--- src/rtl/wmpt_pkg.sv ---
// shared types and constants of the windowed minimum pressure tracker
package wmpt_pkg;

	localparam int unsigned PRES_W = 31;
	localparam int unsigned TEMP_W = 16;
	localparam int unsigned CNT_W  = 16;
	localparam int unsigned SUM_W  = 32;

	localparam logic [PRES_W-1:0] EMPTY_MIN = {PRES_W{1'b1}};
	localparam logic [CNT_W-1:0]  CNT_MAX   = {CNT_W{1'b1}};
	localparam logic [CNT_W-1:0]  TPW_RESET = 16'd60;

	typedef enum logic [1:0] {
		OP_SAMPLE = 2'd0,
		OP_FAIL   = 2'd1,
		OP_CLEAR  = 2'd2,
		OP_NONE   = 2'd3
	} op_t;

	typedef enum logic [3:0] {
		ST_IDLE,
		ST_LOOK,
		ST_MODIFY,
		ST_TICK,
		ST_SCAN,
		ST_DIV_START,
		ST_DIV_WAIT,
		ST_OUT
	} state_t;

	typedef struct packed {
		logic              start;
		logic              neg;
		logic [SUM_W-1:0]  magnitude;
		logic [CNT_W-1:0]  divisor;
	} div_req_t;

endpackage

--- src/rtl/windowed_minimum_pressure_tracker_core.sv ---
// Windowed minimum pressure tracker: tracks the lowest pressure over a sliding
// span of WINDOWS sub-windows, each ticks_per_window ticks long, plus the last
// sample, a truncated temperature mean and a saturating failure count. One
// result item per input item. Items are handled one at a time. When a sample
// or a failed reading closes a sub-window, the sub-window minima memory is
// rescanned one entry per cycle. The mean comes from a 32-bit bit-serial
// divider, which is skipped when the mean is empty. The next item can be
// accepted from the cycle after the result is registered. The result waits in
// an output register, so the next item may be accepted while it is still
// held. A result still held there stalls the following one in its last
// cycle. The minima memory needs no clearing pass after reset.
module windowed_minimum_pressure_tracker_core #(
	parameter int unsigned WINDOWS = 8
) (
	input  logic                               clk,
	input  logic                               arst_n,
	input  logic                               cfg_valid,
	output logic                               cfg_ready,
	input  logic [15:0]                        cfg_data,
	input  logic                               in_valid,
	output logic                               in_ready,
	input  logic [1:0]                         operation,
	input  logic [wmpt_pkg::PRES_W-1:0]        pressure_sample,
	input  logic signed [wmpt_pkg::TEMP_W-1:0] temperature_sample,
	output logic                               out_valid,
	input  logic                               out_ready,
	output logic [wmpt_pkg::PRES_W-1:0]        overall_minimum,
	output logic [wmpt_pkg::PRES_W-1:0]        last_pressure,
	output logic signed [wmpt_pkg::TEMP_W-1:0] last_temperature,
	output logic signed [wmpt_pkg::TEMP_W-1:0] mean_temperature,
	output logic                               mean_valid,
	output logic [wmpt_pkg::CNT_W-1:0]         error_total
);

	localparam int unsigned PTR_W = $clog2(WINDOWS);
	localparam logic [PTR_W-1:0] PTR_LAST = PTR_W'(WINDOWS - 1);
	localparam logic [PTR_W:0]   SCAN_END = (PTR_W + 1)'(WINDOWS);

	wmpt_pkg::state_t state_q, state_d;

	logic [wmpt_pkg::CNT_W-1:0]  tpw_q;
	logic [wmpt_pkg::PRES_W-1:0] p_q;
	logic [wmpt_pkg::TEMP_W-1:0] t_q;
	logic [PTR_W-1:0]            ptr_q;
	logic [wmpt_pkg::CNT_W-1:0]  tick_q;
	logic [wmpt_pkg::PRES_W-1:0] lowest_q;
	logic [wmpt_pkg::PRES_W-1:0] recent_p_q;
	logic [wmpt_pkg::TEMP_W-1:0] recent_t_q;
	logic [wmpt_pkg::SUM_W-1:0]  sum_q;
	logic [wmpt_pkg::CNT_W-1:0]  count_q;
	logic [wmpt_pkg::CNT_W-1:0]  fail_q;
	logic [wmpt_pkg::TEMP_W-1:0] mean_q;
	logic [PTR_W:0]              scan_cnt_q;
	logic                        scan_pend_q;
	logic [wmpt_pkg::PRES_W-1:0] scan_best_q;

	logic                        out_valid_q;
	logic [wmpt_pkg::PRES_W-1:0] out_min_q;
	logic [wmpt_pkg::PRES_W-1:0] out_p_q;
	logic [wmpt_pkg::TEMP_W-1:0] out_t_q;
	logic [wmpt_pkg::TEMP_W-1:0] out_mean_q;
	logic                        out_mv_q;
	logic [wmpt_pkg::CNT_W-1:0]  out_err_q;

	logic                        in_fire;
	logic                        out_free;
	logic                        scan_issue;
	logic [wmpt_pkg::CNT_W-1:0]  tick_next;
	logic                        win_end;
	logic [PTR_W-1:0]            ptr_next;
	logic                        mem_wr_en;
	logic                        mem_clr_en;
	logic [PTR_W-1:0]            mem_rd_addr;
	logic [wmpt_pkg::PRES_W-1:0] mem_rd_data;
	wmpt_pkg::div_req_t          div_req;
	logic                        div_done;
	logic [wmpt_pkg::TEMP_W-1:0] div_quot;

	assign cfg_ready  = 1'b1;
	assign in_ready   = (state_q == wmpt_pkg::ST_IDLE);
	assign in_fire    = in_valid && in_ready;
	assign out_free   = !out_valid_q || out_ready;
	assign scan_issue = (state_q == wmpt_pkg::ST_SCAN) && (scan_cnt_q != SCAN_END);
	assign tick_next  = tick_q + 1'b1;
	assign win_end    = (tick_next >= tpw_q) || (tick_next == '0);
	assign ptr_next   = (ptr_q == PTR_LAST) ? '0 : ptr_q + 1'b1;
	assign mem_wr_en  = (state_q == wmpt_pkg::ST_MODIFY) && (p_q < mem_rd_data);
	assign mem_clr_en = (state_q == wmpt_pkg::ST_TICK) && win_end;
	assign mem_rd_addr = scan_issue ? scan_cnt_q[PTR_W-1:0] : ptr_q;

	assign div_req.start     = (state_q == wmpt_pkg::ST_DIV_START) && (count_q != '0);
	assign div_req.neg       = sum_q[wmpt_pkg::SUM_W-1];
	assign div_req.magnitude = sum_q[wmpt_pkg::SUM_W-1] ? (~sum_q + 1'b1) : sum_q;
	assign div_req.divisor   = count_q;

	wmpt_minmem #(
		.WINDOWS (WINDOWS),
		.PTR_W   (PTR_W)
	) u_minmem (
		.clk      (clk),
		.arst_n   (arst_n),
		.wr_en    (mem_wr_en),
		.wr_addr  (ptr_q),
		.wr_data  (p_q),
		.clr_en   (mem_clr_en),
		.clr_addr (ptr_next),
		.rd_addr  (mem_rd_addr),
		.rd_data  (mem_rd_data)
	);

	wmpt_divider u_divider (
		.clk      (clk),
		.arst_n   (arst_n),
		.req      (div_req),
		.done     (div_done),
		.quotient (div_quot)
	);

	always_ff @(posedge clk or negedge arst_n) begin
		if (!arst_n) begin
			state_q <= wmpt_pkg::ST_IDLE;
		end else begin
			state_q <= state_d;
		end
	end

	always_comb begin
		state_d = state_q;
		unique case (state_q)
			wmpt_pkg::ST_IDLE: begin
				if (in_fire) begin
					unique case (wmpt_pkg::op_t'(operation))
						wmpt_pkg::OP_SAMPLE: state_d = wmpt_pkg::ST_LOOK;
						wmpt_pkg::OP_FAIL:   state_d = wmpt_pkg::ST_TICK;
						wmpt_pkg::OP_CLEAR:  state_d = wmpt_pkg::ST_DIV_START;
						wmpt_pkg::OP_NONE:   state_d = wmpt_pkg::ST_DIV_START;
						default:             state_d = wmpt_pkg::ST_DIV_START;
					endcase
				end
			end
			wmpt_pkg::ST_LOOK:   state_d = wmpt_pkg::ST_MODIFY;
			wmpt_pkg::ST_MODIFY: state_d = wmpt_pkg::ST_TICK;
			wmpt_pkg::ST_TICK: begin
				state_d = win_end ? wmpt_pkg::ST_SCAN : wmpt_pkg::ST_DIV_START;
			end
			wmpt_pkg::ST_SCAN: begin
				if (!scan_issue && !scan_pend_q) begin
					state_d = wmpt_pkg::ST_DIV_START;
				end
			end
			wmpt_pkg::ST_DIV_START: begin
				state_d = (count_q != '0) ? wmpt_pkg::ST_DIV_WAIT : wmpt_pkg::ST_OUT;
			end
			wmpt_pkg::ST_DIV_WAIT: begin
				if (div_done) begin
					state_d = wmpt_pkg::ST_OUT;
				end
			end
			wmpt_pkg::ST_OUT: begin
				if (out_free) begin
					state_d = wmpt_pkg::ST_IDLE;
				end
			end
			default: state_d = wmpt_pkg::ST_IDLE;
		endcase
	end

	always_ff @(posedge clk or negedge arst_n) begin
		if (!arst_n) begin
			tpw_q       <= wmpt_pkg::TPW_RESET;
			ptr_q       <= '0;
			tick_q      <= '0;
			lowest_q    <= wmpt_pkg::EMPTY_MIN;
			recent_p_q  <= '0;
			recent_t_q  <= '0;
			sum_q       <= '0;
			count_q     <= '0;
			fail_q      <= '0;
			scan_cnt_q  <= '0;
			scan_pend_q <= 1'b0;
			out_valid_q <= 1'b0;
		end else begin
			if (cfg_valid && cfg_ready) begin
				tpw_q <= cfg_data;
			end
			scan_pend_q <= scan_issue;
			if (scan_issue) begin
				scan_cnt_q <= scan_cnt_q + 1'b1;
			end
			if (out_valid_q && out_ready) begin
				out_valid_q <= 1'b0;
			end
			unique case (state_q)
				wmpt_pkg::ST_IDLE: begin
					if (in_fire) begin
						if (wmpt_pkg::op_t'(operation) == wmpt_pkg::OP_FAIL) begin
							if (fail_q != wmpt_pkg::CNT_MAX) begin
								fail_q <= fail_q + 1'b1;
							end
						end
						if (wmpt_pkg::op_t'(operation) == wmpt_pkg::OP_CLEAR) begin
							sum_q   <= '0;
							count_q <= '0;
						end
					end
				end
				wmpt_pkg::ST_MODIFY: begin
					recent_p_q <= p_q;
					recent_t_q <= t_q;
					if (p_q < mem_rd_data && p_q < lowest_q) begin
						lowest_q <= p_q;
					end
					if (count_q != wmpt_pkg::CNT_MAX) begin
						sum_q   <= sum_q + {{(wmpt_pkg::SUM_W - wmpt_pkg::TEMP_W){t_q[15]}}, t_q};
						count_q <= count_q + 1'b1;
					end
				end
				wmpt_pkg::ST_TICK: begin
					if (win_end) begin
						tick_q     <= '0;
						ptr_q      <= ptr_next;
						scan_cnt_q <= '0;
					end else begin
						tick_q <= tick_next;
					end
				end
				wmpt_pkg::ST_SCAN: begin
					if (!scan_issue && !scan_pend_q) begin
						lowest_q <= scan_best_q;
					end
				end
				wmpt_pkg::ST_OUT: begin
					if (out_free) begin
						out_valid_q <= 1'b1;
					end
				end
				default: begin
				end
			endcase
		end
	end

	always_ff @(posedge clk) begin
		if (in_fire) begin
			p_q  <= pressure_sample;
			t_q  <= temperature_sample;
		end
		if (state_q == wmpt_pkg::ST_TICK) begin
			scan_best_q <= wmpt_pkg::EMPTY_MIN;
		end else if (scan_pend_q && mem_rd_data < scan_best_q) begin
			scan_best_q <= mem_rd_data;
		end
		if (state_q == wmpt_pkg::ST_DIV_START) begin
			mean_q <= '0;
		end else if (state_q == wmpt_pkg::ST_DIV_WAIT && div_done) begin
			mean_q <= div_quot;
		end
		if (state_q == wmpt_pkg::ST_OUT && out_free) begin
			out_min_q  <= lowest_q;
			out_p_q    <= recent_p_q;
			out_t_q    <= recent_t_q;
			out_mean_q <= mean_q;
			out_mv_q   <= (count_q != '0);
			out_err_q  <= fail_q;
		end
	end

	assign out_valid        = out_valid_q;
	assign overall_minimum  = out_min_q;
	assign last_pressure    = out_p_q;
	assign last_temperature = out_t_q;
	assign mean_temperature = out_mean_q;
	assign mean_valid       = out_mv_q;
	assign error_total      = out_err_q;

endmodule

--- src/rtl/wmpt_minmem.sv ---
// sub-window minima memory with per-entry valid bits, registered read
module wmpt_minmem #(
	parameter int unsigned WINDOWS = 8,
	parameter int unsigned PTR_W   = 3
) (
	input  logic                        clk,
	input  logic                        arst_n,
	input  logic                        wr_en,
	input  logic [PTR_W-1:0]            wr_addr,
	input  logic [wmpt_pkg::PRES_W-1:0] wr_data,
	input  logic                        clr_en,
	input  logic [PTR_W-1:0]            clr_addr,
	input  logic [PTR_W-1:0]            rd_addr,
	output logic [wmpt_pkg::PRES_W-1:0] rd_data
);

	logic [wmpt_pkg::PRES_W-1:0] mem [WINDOWS];
	logic [WINDOWS-1:0]          vld_q;
	logic [wmpt_pkg::PRES_W-1:0] rd_data_q;
	logic                        rd_vld_q;

	always_ff @(posedge clk) begin
		if (wr_en) begin
			mem[wr_addr] <= wr_data;
		end
		rd_data_q <= mem[rd_addr];
	end

	always_ff @(posedge clk or negedge arst_n) begin
		if (!arst_n) begin
			vld_q    <= '0;
			rd_vld_q <= 1'b0;
		end else begin
			if (wr_en) begin
				vld_q[wr_addr] <= 1'b1;
			end
			if (clr_en) begin
				vld_q[clr_addr] <= 1'b0;
			end
			rd_vld_q <= vld_q[rd_addr];
		end
	end

	assign rd_data = rd_vld_q ? rd_data_q : wmpt_pkg::EMPTY_MIN;

endmodule

--- src/rtl/wmpt_divider.sv ---
// iterative restoring divider for the temperature mean, one quotient bit per cycle
module wmpt_divider (
	input  logic                        clk,
	input  logic                        arst_n,
	input  wmpt_pkg::div_req_t          req,
	output logic                        done,
	output logic [wmpt_pkg::TEMP_W-1:0] quotient
);

	localparam int unsigned STEP_W = $clog2(wmpt_pkg::SUM_W);

	logic                         busy_q;
	logic                         done_q;
	logic [STEP_W-1:0]            step_q;
	logic                         neg_q;
	logic [wmpt_pkg::CNT_W-1:0]   dvs_q;
	logic [wmpt_pkg::CNT_W-1:0]   rem_q;
	logic [wmpt_pkg::SUM_W-1:0]   quo_q;
	logic [wmpt_pkg::CNT_W:0]     rem_sh;
	logic [wmpt_pkg::CNT_W+1:0]   diff;
	logic                         ge;
	logic [wmpt_pkg::TEMP_W-1:0]  q_low;

	assign rem_sh = {rem_q, quo_q[wmpt_pkg::SUM_W-1]};
	assign diff   = {1'b0, rem_sh} - {2'b00, dvs_q};
	assign ge     = ~diff[wmpt_pkg::CNT_W+1];

	always_ff @(posedge clk or negedge arst_n) begin
		if (!arst_n) begin
			busy_q <= 1'b0;
			done_q <= 1'b0;
			step_q <= '0;
		end else begin
			done_q <= 1'b0;
			if (req.start) begin
				busy_q <= 1'b1;
				step_q <= '0;
			end else if (busy_q) begin
				step_q <= step_q + 1'b1;
				if (step_q == STEP_W'(wmpt_pkg::SUM_W - 1)) begin
					busy_q <= 1'b0;
					done_q <= 1'b1;
				end
			end
		end
	end

	always_ff @(posedge clk) begin
		if (req.start) begin
			neg_q <= req.neg;
			dvs_q <= req.divisor;
			rem_q <= '0;
			quo_q <= req.magnitude;
		end else if (busy_q) begin
			rem_q <= ge ? diff[wmpt_pkg::CNT_W-1:0] : rem_sh[wmpt_pkg::CNT_W-1:0];
			quo_q <= {quo_q[wmpt_pkg::SUM_W-2:0], ge};
		end
	end

	assign q_low    = quo_q[wmpt_pkg::TEMP_W-1:0];
	assign quotient = neg_q ? (~q_low + 1'b1) : q_low;
	assign done     = done_q;

endmodule
--- config.mk ---
export PLATFORM = sky130hd
export DESIGN_NAME = windowed_minimum_pressure_tracker_core
export DESIGN_NICKNAME = d
export VERILOG_FILES = /design/src/rtl/wmpt_pkg.sv /design/src/rtl/windowed_minimum_pressure_tracker_core.sv /design/src/rtl/wmpt_minmem.sv /design/src/rtl/wmpt_divider.sv
export SDC_FILE = /design/constraint.sdc
export NUM_CORES = 1
export LEC_CHECK = 0
export ABC_AREA = 1
export ABC_CLOCK_PERIOD_IN_PS = 9550
export BUFFER_PORTS_ARGS = -buffer_cell sky130_fd_sc_hd__buf_2
export CORE_UTILIZATION = 40
export CTS_CLUSTER_DIAMETER = 50
export DETAILED_ROUTE_END_ITERATION = 12
export SYNTH_ARGS = -nofsm -noshare
export SYNTH_HDL_FRONTEND = slang
export SYNTH_HIERARCHICAL = 1
export SYNTH_SLANG_ARGS = --single-unit
export TNS_END_PERCENT = 100
--- constraint.sdc ---
create_clock -name clk -period 9.55 [get_ports clk]
set_input_delay 1.91 -clock clk [delete_from_list [all_inputs] [get_ports clk]]
set_output_delay 1.91 -clock clk [all_outputs]
set_load 0.1 [all_outputs]
==> impl_metrics.toml <==
[finish]
final_area_um2 = 42680
multi_input_area_um2 = 13530
area.growth.synth_to_final_pct = 14.61
seq_area_um2 = 20640
drive_above_1_share_pct = 11.46
fill_cells = 8907
fin_nets = 4599

[pwr]
peakVddDrop_mv = 0.2622
powerDensity_nw_per_um2 = 355.9
p_leak_uw = 0.02019

[logic_synthesis]
ys_seq_elements = 751
synth_mux_area_share_pct = 0.03024
synth_compound_area_share_pct = 5.379
synth-xor-area-share_pct = 1.952
ys.flop_type = "edfxtp_1"
postSynthAreaPerCell_um2 = 8.922
synth.distinct_cells = 57
syn-cell-area_um2 = 37240
synth_adder_area_share_pct = 5.685
synth-simple-area-share_pct = 22.94
ys_warn_count = 6
synthArstFlopShare_pct = 26.90
synth-edff-count = 455
synth_cells = 4174
synth_fp_nets = 4412
synth_top_family_by_area = "simple AND/OR/NAND/NOR gates"
yosysSeqAreaShare_pct = 55.43

[run_status]
outcome = "finished, final reports clean"

[clocking]
path_clk_slew_ns = 0.06
cts_buffer_depth = 3
postCtsHoldBufs = 0
clk_latency_ns = 0.67
clock_sinks = 751
cts_inserted_buffers = 94
cts_resized = 0
root_buffer = "clkbuf_16"
cts_setup_buffers = 0
htree_levels = 3
cts_tree = "done"

[sta]
setup_tns_ns = 0
final.period_utilization_pct = 43.04
relSlewSlack_pct = 16.35
tightest_slew_ns = 1.247
worst_clock_skew_ns = 0.02758
rsz0062_at_grt = "no"
setup_slack_ns = 5.439
setup_viol = 0
clock.fmax_mhz = 243.3
final_hold_viol_count = 0
report.final.slew_viol_count = 0
hold_slack_ns = 0.4317
fin_crit_ns = 4.111

[routing]
vias = 27840
drt_first_iter_violations = 1993
final_antenna_net_count = 0
via_per_inst = 4.897
drt_drc_violations_left = 0
wl_per_cell_um = 16.99
drt_wl_total_mm = 96.59
drt_first_pass_iters = 5

[critical_path]
worst_ep_required_time_ns = 9.81
endpoint_kind = "register"
crit_arrival_ns = 4.37
rr_startpoint = "state_q[0]"
crit_path_end = "u_minmem/mem[0][7]"
cp-startpoint = "state_q[0]"
r2r-end = "u_minmem/mem[0][7]"
worstSetupPathType = "register to register"
crit_fanout = 49
cp-start-kind = "register"
ff2ff_path_depth = 9
r2r_setup_slack_ns = 5.44

[floorplanning]
die_width_um = 307.1
die-area_um2 = 94330
initial_core_util_pct = 40.51
rows = 111
ios = 184
die_h_um = 307.1
core_um2 = 91940

[grt]
grt_max_degree = 102
grt_usage_pct = 20.55
grt_overflow = 0
antenna_found_initial = 3
grt_pass1_vias = 26710
grt_pass1_wl_mm = 151.8

[placed_design]
pre_cts_ws_ns = 5.051
dp_hpwl_mm = 64.65
numPortBuffers = 182
place_area_um2 = 39460
place_congestion = 0.9277

[min_path]
hold_class = "register to register"

[run]
cap_viol_max_count = 0
==> per-layer routing <==
metal  GRT usage, %  up-vias  wire [um]
met4          5.901        2       2262
met5              0        -         13
met2          32.54      695      43690
met3          3.446      144       5141
li1               -    13870          -
met1          28.92    13130      45480
==> cell families after synthesis <==
group | count (synthesis)
adder cells (fa/ha/maj) | 168
buffers and inverters | 799
flip-flops | 751
AO/OA/AOI/OAI | 363
AND/OR/NAND/NOR | 2008
multiplexers | 1
other | 1
XOR/XNOR | 83
==> power breakdown <==
group | switching, uW | leakage [uW] | internal (uW)
clock network | 1430 | 0.00156 | 2210
registers | 551 | 0.00754 | 4410
logic | 4720 | 0.0111 | 1860
==> registers in the layout, indices dropped and copies added, names as in the netlist, 31 cells and up <==
| name | flops |
|---|---|
| last_pressure | 31 |
| lowest_q | 31 |
| overall_minimum | 31 |
| p_q | 31 |
| recent_p_q | 31 |
| scan_best_q | 31 |
| sum_q | 32 |
| u_divider/quo_q | 32 |
| u_minmem/mem | 248 |
| u_minmem/rd_data_q | 31 |
==> synth_stat cells, drive strengths merged, types with 62 or more instances <==
cell,number,share of area [%]
buf,79,1.3
nand4,72,1.2
dfxtp,94,5.1
edfxtp,455,37
xor2,62,1.5
nand3,331,4.6
a21oi,143,2.0
dfrtp,167,11
nand2,1342,14
o21ai,159,2.2
inv,663,6.7
nor2,188,2.1
ha,166,5.6
==> stage by stage <==
| stage | power [uW] | util [%] | cells |
|---|---|---|---|
| after floorplan | 9902 | - | 4174 |
| after global placement | 11500 | 42.92 | 5508 |
| after detailed placement | 11570 | 42.92 | 5508 |
| after CTS | 15280 | 46.42 | 5683 |
| after global routing | 16290 | 46.42 | 5683 |
| final | 15190 | 46.42 | 5684 |
==> placed cells by master, fill, tap and decap left out, drive strengths merged, types with 5 or more instances in the layout <==
master and n:
o22ai 29, clkinvlp 5, a31oi 5, clkbuf 120, dfxtp 94, inv 674, nand3b 9, a21oi 143
nor3 45, nor4 11, buf 222, o31ai 6, edfxtp 455, ha 166, dfstp 35, bufinv 11
o21a 8, o21ai 159, xor2 62, nand2 1342, nor2 188, xnor2 21, nand4 72, a21o 6
nand3 331, clkinv 33, dfrtp 167
==> cell type report <==
type / instances / share of cell area (%)
flip-flops and latches: 751 / 48.37
multi-input cells: 2624 / 31.70
clock buffers: 120 / 5.980
inverters: 668 / 5.892
well taps: 1243 / 3.644
repair buffers: 222 / 2.861
clock inverters: 55 / 1.551
diodes: 1 / 0.005863
==> how the worst min path moves through the flow <==
stage,from,to,slack (ns),depth (start not counted)
3_3_place_gp,mean_q[8],mean_temperature[8],0.42,0
6_report,mean_q[2],mean_temperature[2],0.43,0
3_5_place_dp,mean_q[2],mean_temperature[2],0.42,0
5_1_grt,mean_q[2],mean_temperature[2],0.45,0
4_1_cts,mean_q[2],mean_temperature[2],0.43,0
2_1_floorplan,mean_q[0],mean_temperature[0],0.41,0
==> worst max-delay path: stages (launching register included) <==
cell and delay, ns:
dfrtp_1 0.46, nor2_4 0.16, nand2_2 0.36, buf_4 0.46
inv_2 0.09, buf_4 0.55, nand3_1 0.21, inv_1 0.11
nand2_1 0.26, nor2_4 1.00
(Power assumes the default switching activity.)
